`config.mk`:
```
export PLATFORM = sky130hd
export DESIGN_NAME = cv1_cfg_regs
export DESIGN_NICKNAME = d
export VERILOG_FILES = /design/src/rtl/core/cv1_pkg.sv /design/src/rtl/core/cv1_cfg_regs.sv
export SDC_FILE = /design/constraint.sdc
export NUM_CORES = 1
export LEC_CHECK = 0
export BUFFER_PORTS_ARGS = -buffer_cell sky130_fd_sc_hd__clkbuf_2
export CAP_MARGIN = 20
export CORE_UTILIZATION = 38
export DETAILED_ROUTE_END_ITERATION = 8
export PLACE_DENSITY = 0.89
export SYNTH_ARGS = -nofsm -noshare
export SYNTH_HDL_FRONTEND = slang
export SYNTH_SLANG_ARGS = --single-unit
```
`constraint.sdc`:
```
create_clock -name clk -period 1.4 [get_ports clk]
set_clock_uncertainty 0.15 [all_clocks]
set_input_delay 0.28 -clock clk [delete_from_list [all_inputs] [get_ports clk]]
set_output_delay 0.28 -clock clk [all_outputs]
set_load 0.005 [all_outputs]
```
`src/rtl/core/cv1_pkg.sv`:
```
// ----------------------------------------------------------------------------
// cv1_pkg
// shared constants, types and codes of the 1d convolution engine
// ----------------------------------------------------------------------------
package cv1_pkg;

	localparam int MAX_IN_CH  = 16;
	localparam int MAX_OUT_CH = 16;
	localparam int MAX_KERNEL = 8;
	localparam int DATA_W     = 16;

	localparam int IC_W    = $clog2(MAX_IN_CH);
	localparam int OC_W    = $clog2(MAX_OUT_CH);
	localparam int K_W     = $clog2(MAX_KERNEL);
	localparam int WDEPTH  = MAX_OUT_CH * MAX_IN_CH * MAX_KERNEL;
	localparam int WADDR_W = $clog2(WDEPTH);
	localparam int POS_W   = 12;
	localparam int PROD_W  = 2 * DATA_W;
	localparam int ACC_W   = PROD_W + WADDR_W + 2;
	localparam int FRAC_SH = 14;

	localparam logic [POS_W-1:0] POS_MAX = '1;

	typedef enum logic [1:0] {
		OP_WEIGHT = 2'd0,
		OP_BIAS   = 2'd1,
		OP_SAMPLE = 2'd2,
		OP_NONE   = 2'd3
	} op_t;

	typedef enum logic [1:0] {
		REG_IN_CH  = 2'd0,
		REG_OUT_CH = 2'd1,
		REG_KTAPS  = 2'd2,
		REG_RELU   = 2'd3
	} reg_idx_t;

	typedef enum logic [1:0] {
		ST_IDLE,
		ST_MAC,
		ST_DRAIN,
		ST_FIN
	} state_t;

	typedef logic [MAX_IN_CH-1:0][DATA_W-1:0] row_t;

	// clamped configuration seen by the datapath
	typedef struct packed {
		logic [4:0] nin;
		logic [4:0] nout;
		logic [3:0] ktaps;
		logic       relu;
	} cfg_t;

endpackage

```
`src/rtl/core/cv1_cfg_regs.sv`:
```
// ----------------------------------------------------------------------------
// cv1_cfg_regs
// apb register file with count clamping
// ----------------------------------------------------------------------------
module cv1_cfg_regs
	import cv1_pkg::*;
(
	input  logic        clk,
	input  logic        arst_n,
	input  logic        psel,
	input  logic        penable,
	input  logic        pwrite,
	input  logic [3:0]  paddr,
	input  logic [31:0] pwdata,
	output logic [31:0] prdata,
	output logic        pready,
	output cfg_t        cfg
);

	logic [4:0] in_ch_q;
	logic [4:0] out_ch_q;
	logic [3:0] ktaps_q;
	logic       relu_q;
	logic       wr;
	reg_idx_t   idx;

	assign idx   = reg_idx_t'(paddr[3:2]);
	assign wr    = psel && penable && pwrite;
	assign pready = 1'b1;

	always_ff @(posedge clk or negedge arst_n) begin
		if (!arst_n) begin
			in_ch_q  <= 5'd1;
			out_ch_q <= 5'd1;
			ktaps_q  <= 4'd3;
			relu_q   <= 1'b1;
		end else if (wr) begin
			case (idx)
				REG_IN_CH:  in_ch_q  <= pwdata[4:0];
				REG_OUT_CH: out_ch_q <= pwdata[4:0];
				REG_KTAPS:  ktaps_q  <= pwdata[3:0];
				REG_RELU:   relu_q   <= pwdata[0];
				default:    ;
			endcase
		end
	end

	always_comb begin
		case (idx)
			REG_IN_CH:  prdata = {27'd0, in_ch_q};
			REG_OUT_CH: prdata = {27'd0, out_ch_q};
			REG_KTAPS:  prdata = {28'd0, ktaps_q};
			REG_RELU:   prdata = {31'd0, relu_q};
			default:    prdata = '0;
		endcase
	end

	// the datapath sees zero as one and too large as the maximum
	always_comb begin
		cfg.nin   = (in_ch_q == 5'd0) ? 5'd1 :
			(in_ch_q > 5'(MAX_IN_CH)) ? 5'(MAX_IN_CH) : in_ch_q;
		cfg.nout  = (out_ch_q == 5'd0) ? 5'd1 :
			(out_ch_q > 5'(MAX_OUT_CH)) ? 5'(MAX_OUT_CH) : out_ch_q;
		cfg.ktaps = (ktaps_q == 4'd0) ? 4'd1 :
			(ktaps_q > 4'(MAX_KERNEL)) ? 4'(MAX_KERNEL) : ktaps_q;
		cfg.relu  = relu_q;
	end

endmodule

```
==> results.yml, run 1 <==
run_status:
  status: "finished, violations left"
  violations: "setup timing"
sta:
  finalCriticalPeriod_ns: 1.684
  rsz0062_at_grt: "yes"
  fin_setup_tns_ns: -1.491
  max_freq_mhz: 593.7
  maxSlewViolCount: 0
  post-route-period-util_pct: 120.3
  whs_ns: 0.09044
  fin_ws_ns: -0.2844
  final-hold-violation-count: 0
  setup-violations-final: 11
route:
  wl_per_cell_um: 11.73
  drt_wl_total_um: 2005
  dr.pass1.iters: 4
  drc: 0
  vias: 743
  antenna_left: 0
  drtIter0Drc: 8
  routed_via_density: 4.345
logic_synthesis:
  ys_seq_area_share_pct: 35.84
  syn_avg_cell_area_um2: 10.34
  synthCells: 103
  synth_area_um2: 1065
  synth_cell_types: 19
  ys_ff_latch: 15
  ys_warn_count: 0
clock_network:
  clk_path_buf_depth: 2
  path_clk_slew_ns: 0.09
  clk_latency_ns: 0.27
  cts.htree.levels: 1
  tritoncts: "done"
  clock-root-buffer: "clkbuf_4"
  clkSinkCount: 15
  cts_buffers: 3
setup_path:
  start_kind: "flop"
  worstPathMaxFanout: 2
  crit_chain: "mux4_2 > clkbuf_2"
  crit_arrival_ns: 1.25
  timing.rr.start: "out_ch_q[1]"
  worst-path-stages: 2
  worstSetupStartpoint: "relu_q"
  worst-setup-path-type: "flop to output pin"
  r2r_cells: 2
  cp_top_family: "multiplexers"
  max_stage_delay_ns: 0.46
  cpMaxStageDelayCell: "mux4_2"
  cp-end-kind: "output pin"
  path_buf_inv: 1
  crit_required_ns: 0.97
worst_hold_path:
  hp-class: "primary input to flop"
  min_path_cells: 2
  hold_start: "pwdata[4]"
finish:
  postLayoutCoreUtil_pct: 48.88
  n_antenna_cell: 0
  drive_above_1_share_pct: 53.90
  fillers: 252
  mostFrequentLayoutCells: "conb_1, clkbuf_2, mux2_2, buf_2, buf_4"
  instances_no_fill: 171
  final_common_cell: "conb_1"
  fin_nets: 183
  syn_to_final_growth_pct: 17.86
floorplanning:
  num_rows: 18
  die_h_um: 54.94
  die_w_um: 54.94
  start_util_pct: 41.47
  coreArea_um2: 2567
  ios: 89
  dieArea_um2: 3018
flow_run:
  drv_cap: 0
global_routing:
  grt_pass1_wl_um: 3077
  grt_usage_pct: 14.61
  overflow: 0
  antenna_found_initial: 0
  grt_max_degree: 16
  grt_pass1_vias: 695
power:
  cellLeakagePower_nw: 0.6579
  ir_worst_vdd_mv: 0.9500
  p_per_area_nw_per_um2: 1191
place:
  dp_hpwl_um: 1556
  place.gp.congestion: 0.7932
  io_buffers: 31
  dp_slack_ns: -0.1708
  dpl.cell_count: 162
[path summary, 6_finish.rpt]
| check | slack, ns | to |
|---|---|---|
| setup / recovery | -0.28 | prdata[0] |
| hold / removal | 0.09 | out_ch_q[4] |
| setup reg to reg | 0.33 | out_ch_q[1] |
| hold reg to reg | 0.44 | ktaps_q[2] |
| max in group asynchronous | 0.50 | ktaps_q[0] |
| min in group asynchronous | 0.29 | ktaps_q[3] |
[per-layer routing]
layer	global-route usage, %	vias to the layer above	part of all wire, %
met3	2.459	2	7.3
met1	17.24	337	42
li1	-	352	-
met4	5.000	0	0.30
met5	0	-	0
met2	26.51	52	50
[area by class of cell]
type / instances / area [um2] / area share, %
Tap cell: 30 / 37.54 / 2.991
Clock buffer: 4 / 26.28 / 2.094
Multi-Input combinational cell: 79 / 544.3 / 43.37
Timing Repair Buffer: 43 / 261.5 / 20.84
Sequential cell: 15 / 385.4 / 30.71
[cell usage after synthesis]
cell,n,area (um2)
buf_6,2,22.52
nor3b_1,1,7.510
dfstp_2,5,131.4
nor3_2,1,10.01
nand2_1,4,15.01
or3b_1,1,8.760
conb_1,2,7.510
mux2_2,10,112.6
mux4_2,1,22.52
o21ai_0,3,15.01
dfrtp_1,10,250.2
buf_4,30,225.2
nor3_1,2,10.01
nor2b_1,9,56.30
clkbuf_1,3,11.26
mux2_4,5,75.07
nor2_1,9,33.78
mux2i_1,4,40.04
nand3_2,1,10.01
[report_power, final]
group	leakage [nW]	switching (mW)	internal [mW]
logic	0.471	0.222	0.346
clock network	0.0150	0.132	0.110
registers	0.172	0.120	0.563
total	0.658	0.475	1.02
[flip-flops by register name (all words and copies together) (netlist names)]
signal,count
out_ch_q,5
in_ch_q,5
ktaps_q,4
relu_q,1
[cell families (layout without fill, tap and decap cells)]
family	Yosys count	count (layout)	synth area share, %
other cells	2	28	0.7053
buf+inv	35	47	24.32
flops	15	15	35.84
mux	20	20	23.50
simple gates	28	28	14.22
compound gates	3	3	1.410
[metrics by stage]
step | total power [mW] | cell area, um2
after floorplan | 1.008 | 1175
after global placement | 1.146 | 1154
after detailed placement | 1.169 | 1154
after CTS | 1.485 | 1244
after global routing | 1.612 | 1255
final | 1.494 | 1255
[timing repair]
item,4_1_cts,5_1_grt
pin swaps,0,0
setup endpoints to repair,15,17
buffers inserted,4,1
hold buffers,1,0
resized for setup,11,12
endpoints found under the hold margin,10,0
cloned,0,0
[worst reg2reg max path, delay by kind of cell, from the launching register on]
family | cells | cell delay [ns]
multiplexers | 1 | 0.25
buffers and inverters | 1 | 0.15
flip-flops | 1 | 0.42
Power figures use the tool's default switching activity.
==> inputs of run 2 (changes only) <==
--- a/config.mk
+++ b/config.mk
@@ -9,7 +9,7 @@
 export CAP_MARGIN = 20
 export CORE_UTILIZATION = 38
 export DETAILED_ROUTE_END_ITERATION = 8
-export PLACE_DENSITY = 0.89
+export PLACE_DENSITY = 0.79
 export SYNTH_ARGS = -nofsm -noshare
 export SYNTH_HDL_FRONTEND = slang
 export SYNTH_SLANG_ARGS = --single-unit
==> run 2 against run 1 <==
Compared with the run above:
- the run still ends with setup timing left
- critical path type unchanged
- global-route usage shrank 0.15 points
- critical endpoint unchanged
- critical path depth is the same
- worst setup slack lost 0.020 ns
- combinational power grew 1%
- clock power is essentially flat
==> results.yml, run 2 (synthesis results as in run 1) <==
global_routing:
  grt_pass1_vias: 622
  grt_usage_pct: 14.47
  grt_max_degree: 16
  grt_pass1_wl_um: 3042
  antenna_found_initial: 0
  overflow: 0
floorplanning:
  die_h_um: 54.94
  num_rows: 18
  ios: 89
  start_util_pct: 41.47
  coreArea_um2: 2567
  dieArea_um2: 3018
  die_w_um: 54.94
finish:
  drive_above_1_share_pct: 56.34
  syn_to_final_growth_pct: 19.86
  largestRegisters: "in_ch_q: 5 flops, out_ch_q: 5 flops, ktaps_q: 4 flops"
  seqCellArea_um2: 385.4
  mostFrequentLayoutCells: "conb_1, clkbuf_2, mux2_2"
  postLayoutCoreUtil_pct: 49.71
  fillers: 236
  multi_input_area_um2: 553.0
  n_antenna_cell: 0
  fin_nets: 184
  final_common_cell: "conb_1"
  stdcell_area_um2: 1276
sta:
  post-route-period-util_pct: 121.7
  finalCriticalPeriod_ns: 1.704
  rsz0062_at_grt: "yes"
  final-hold-violation-count: 0
  setup-violations-final: 17
  whs_ns: 0.09448
  maxSlewViolCount: 0
  max_freq_mhz: 586.9
  fin_ws_ns: -0.3040
run_status:
  violations: "setup timing"
  status: "finished, violations left"
place:
  place.gp.congestion: 0.8014
  placedInstanceArea_um2: 1161
  io_buffers: 31
  dp_hpwl_um: 1536
setup_path:
  worstPathMaxFanout: 2
  start_kind: "flop"
  timing.rr.start: "ktaps_q[3]"
  crit_required_ns: 0.97
  reg2reg_slack_ns: 0.40
  cp-end-kind: "output pin"
  worst-setup-path-type: "flop to output pin"
  r2r-end: "ktaps_q[3]"
  crit_arrival_ns: 1.27
  r2r_cells: 1
clock_network:
  path_clk_slew_ns: 0.09
  clk_path_buf_depth: 2
  cts.htree.levels: 1
  clk_latency_ns: 0.28
  tritoncts: "done"
  clock-root-buffer: "clkbuf_4"
  cts_buffers: 3
  clkSinkCount: 15
route:
  dr.pass1.iters: 3
  wl_per_cell_um: 11.22
  antenna_left: 0
  routed_via_density: 4.413
  drtIter0Drc: 5
  drt_wl_total_um: 1930
  vias: 759
  drc: 0
worst_hold_path:
  min_path_cells: 2
  hold_start: "pwdata[4]"
  hold_end: "out_ch_q[4]"
  hp-class: "primary input to flop"
power:
  cellLeakagePower_nw: 0.6657
  ir_worst_vdd_mv: 0.7969
  p_per_area_nw_per_um2: 1182
flow_run:
  drv_cap: 0
-- run 2: cell types whose count changed in the layout (fill, tap and decap cells not counted) --
cell,change
buf_2,-1
buf_6,+1
clkbuf_1,-1
clkbuf_2,+1
clkinv_2,+1
mux2i_1,-1
mux2i_2,+1
nor3_1,-1
nor3_2,+1
-- run 2: through the flow --
step | worst slack [ns] | power, mW | TNS (ns) | std cells
floorplan | -0.06322 | 1.008 | -0.2744 | 129
global placement | -0.1582 | 1.147 | -1.568 | 163
detailed placement | -0.1747 | 1.171 | -2.040 | 163
CTS | -0.3018 | 1.485 | -1.805 | 172
global route | -0.3268 | 1.619 | -2.589 | 172
finish | -0.3040 | 1.509 | -1.690 | 172
-- run 2: metal layers --
layer  share of wire (%)  up-vias  track usage [%]
li1                    -      357                -
met5                   0        -                0
met1                  44      345            20.07
met4                 1.6        0            5.000
met2                  46       53            22.89
met3                 7.6        4            2.186
-- run 2: what timing repair did --
item                                    4_1_cts  5_1_grt
resized for setup                            10       15
buffers inserted                              4        0
pin swaps                                     0        2
cloned                                        0        0
endpoints found under the setup margin       16       18
hold buffers                                  1        0
endpoints found under the hold margin        10        0
-- run 2: worst max path at each step --
stage / start / end / cells after the start
after detailed placement: paddr[2] / out_ch_q[4] / 3
after global placement: paddr[2] / out_ch_q[2] / 3
after floorplan: paddr[3] / out_ch_q[1] / 4
after CTS: relu_q / prdata[0] / 2
after global routing: ktaps_q[0] / prdata[0] / 2
final: ktaps_q[0] / prdata[0] / 2
-- run 2: report_power, final --
group	switching (mW)	total [mW]	leakage, nW	internal, mW
clock network	0.137	0.243	0.0177	0.106
registers	0.127	0.690	0.172	0.564
logic	0.219	0.576	0.476	0.357
total	0.483	1.51	0.666	1.03
-- run 2: layout make-up --
type	count	area share [%]
Timing Repair Buffer	44	21.37
Tap cell	30	2.941
Clock buffer	3	1.765
Multi-Input combinational cell	79	43.33
Sequential cell	15	30.20
Clock inverter	1	0.3922
-- run 2: critical path: stages, from the launching register on --
cell and delay [ns]:
dfstp_2 0.39, mux4_2 0.48, clkbuf_2 0.13
==> inputs of run 3 (changes only) <==
==> config.mk (replaced) <==
export PLATFORM = sky130hd
export DESIGN_NAME = cv1_cfg_regs
export DESIGN_NICKNAME = d
export VERILOG_FILES = /design/src/rtl/core/cv1_pkg.sv /design/src/rtl/core/cv1_cfg_regs.sv
export SDC_FILE = /design/constraint.sdc
export NUM_CORES = 1
export LEC_CHECK = 0
export CAP_MARGIN = 20
export CORE_UTILIZATION = 50
export DETAILED_ROUTE_END_ITERATION = 8
export DONT_BUFFER_PORTS = 1
export SYNTH_ARGS = -nofsm -noshare
export SYNTH_HDL_FRONTEND = slang
export SYNTH_SLANG_ARGS = --single-unit
==> run 3 against run 2 <==
Compared with the run above:
- sequential power hardly changed
- register-to-register slack worse by 0.05 ns
- clock power decreased by 4%
- the run still ends with setup timing left
- clock-buffer cell count grew 1
- critical path depth is 1 lower
- via count down 21%
- core utilization up 5.3 points
- first-iteration DRC count is 100% lower
==> results.yml, run 3 (synthesis results as in run 1) <==
run_status:
  status: "finished, violations left"
  violations: "setup timing"
power:
  p_clk_share_pct: 18.2
  seq_power_share_pct: 53.6
  pwr-share-comb_pct: 28.2
  cellLeakagePower_nw: 0.5107
  p_sw_share_pct: 30.67
  ir_worst_vdd_mv: 0.7885
  intPower_mw: 0.8897
  p_per_area_nw_per_um2: 1176
  switchingPower_mw: 0.3937
finish:
  fin_nets: 151
  largestRegisters: "in_ch_q: 5 flops, out_ch_q: 5 flops, ktaps_q: 4 flops"
  multi_input_area_um2: 548.0
  stdcell_area_um2: 1091
  fillers: 175
  drive_above_1_share_pct: 36.70
  final_common_cell: "conb_1"
  mostFrequentLayoutCells: "conb_1, mux2_2, nor2_1"
  syn_to_final_growth_pct: 2.468
  seqCellArea_um2: 385.4
  postLayoutCoreUtil_pct: 55.05
  n_antenna_cell: 0
route:
  top_layer: "met3"
  drtIter0Drc: 0
  dr.pass1.iters: 1
  drc: 0
  antenna_left: 0
  wl_met1_um: 699
  wl_met2_um: 795
  met3_length_um: 144
  drt_wl_total_um: 1639
  vias: 602
  wl_per_cell_um: 12.05
  routed_via_density: 4.426
worst_hold_path:
  hp-class: "primary input to flop"
global_routing:
  overflow: 0
  grt_max_degree: 16
  grt_pass1_vias: 580
  grt_usage_pct: 16.35
  antenna_found_initial: 0
  grt_pass1_wl_um: 2573
setup_path:
  start_kind: "flop"
  cp-end-kind: "output pin"
  worst-setup-path-type: "flop to output pin"
  crit_required_ns: 0.97
  path_buf_inv: 0
  cp_top_family: "multiplexers"
  crit_chain: "mux4_2"
  cpMaxStageDelayCell: "mux4_2"
  crit_arrival_ns: 1.13
  worstPathMaxFanout: 3
  max_stage_delay_ns: 0.48
sta:
  rsz0062_at_grt: "yes"
  fin_setup_tns_ns: -0.3299
  final-hold-violation-count: 0
  worstMarginPinSlew_ns: 0.6402
  maxSlewViolCount: 0
  whs_ns: 0.01214
  max_freq_mhz: 641.2
  finalCriticalPeriod_ns: 1.560
  post-route-period-util_pct: 111.4
  setup-violations-final: 4
  fin_ws_ns: -0.1597
  slew_headroom_pct: 57.18
clock_network:
  clkSinkCount: 15
  clk_latency_ns: 0.27
  tritoncts: "done"
  cts.htree.levels: 1
  clock-root-buffer: "clkbuf_4"
  path_clk_slew_ns: 0.08
  cts_buffers: 3
  clk_path_buf_depth: 2
place:
  io_buffers: 0
  placedInstanceArea_um2: 964.7
  place.gp.congestion: 0.7108
  dp_hpwl_um: 1284
floorplanning:
  ios: 89
  dieArea_um2: 2318
  die_h_um: 48.15
  coreArea_um2: 1982
  die_w_um: 48.15
  start_util_pct: 53.72
  num_rows: 16
flow_run:
  drv_cap: 0
==> run 3: cell types whose count changed in the layout (fill, tap and decap cells not counted) <==
| cell | previous run | this run |
|---|---|---|
| buf_4 | 9 | 5 |
| o21ai_1 | 3 | 2 |
| buf_2 | 9 | 0 |
| o21ai_2 | 0 | 1 |
| mux2i_1 | 3 | 4 |
| clkbuf_1 | 0 | 1 |
| mux2i_2 | 1 | 0 |
| buf_6 | 4 | 0 |
| nor3_2 | 3 | 2 |
| nor3_1 | 0 | 1 |
| clkbuf_2 | 21 | 0 |
| dlygate4sd3_1 | 1 | 6 |
| clkinv_2 | 1 | 0 |
==> run 3: worst paths after layout <==
check                            start     endpoint  slack, ns  cells after the start
min in group asynchronous       arst_n   in_ch_q[3]       0.31                      1
min                          pwdata[0]       relu_q       0.01                      1
max reg2reg                 in_ch_q[3]   in_ch_q[3]       0.35                      2
max                             relu_q    prdata[0]      -0.16                      1
min reg2reg                out_ch_q[3]  out_ch_q[3]       0.43                      1
max in group asynchronous       arst_n   in_ch_q[4]       0.34                      1
==> run 3: power by group through the flow <==
stage,sequential (mW),combinational [mW],clock (mW)
finish,0.688,0.362,0.234
global route,0.710,0.411,0.266
CTS,0.685,0.360,0.248
detailed placement,0.689,0.300,0
global placement,0.684,0.296,0
floorplan,0.642,0.366,0
==> run 3: area by class of cell <==
cell class	instances	area share [%]
Clock buffer	4	2.408
Multi-Input combinational cell	79	50.23
Sequential cell	15	35.32
Tap cell	27	3.096
Timing Repair Buffer	11	8.945
==> run 3: per-layer routing <==
| layer | global-route usage (%) | up-vias |
|---|---|---|
| met5 | 0 | - |
| met4 | 5.000 | 0 |
| met3 | 4.815 | 0 |
| met2 | 27.20 | 36 |
| met1 | 20.37 | 276 |
| li1 | - | 290 |
==> run 3: timing repair <==
| action | CTS | global route |
|---|---|---|
| cloned | 0 | 0 |
| pin swaps | 1 | 1 |
| hold buffers | 6 | 0 |
| gates resized for setup | 8 | 4 |
| buffers inserted | 2 | 0 |
| setup endpoints to repair | 9 | 11 |
| hold endpoints to repair | 28 | 0 |
==> run 3: through the flow <==
step           instances  power [mW]  setup slack [ns]
2_1_floorplan        129       1.008          -0.06322
3_3_place_gp         124      0.9805          -0.05765
3_5_place_dp         124      0.9887          -0.06810
4_1_cts              136       1.292           -0.1817
5_1_grt              136       1.387           -0.2007
6_report             136       1.283           -0.1597
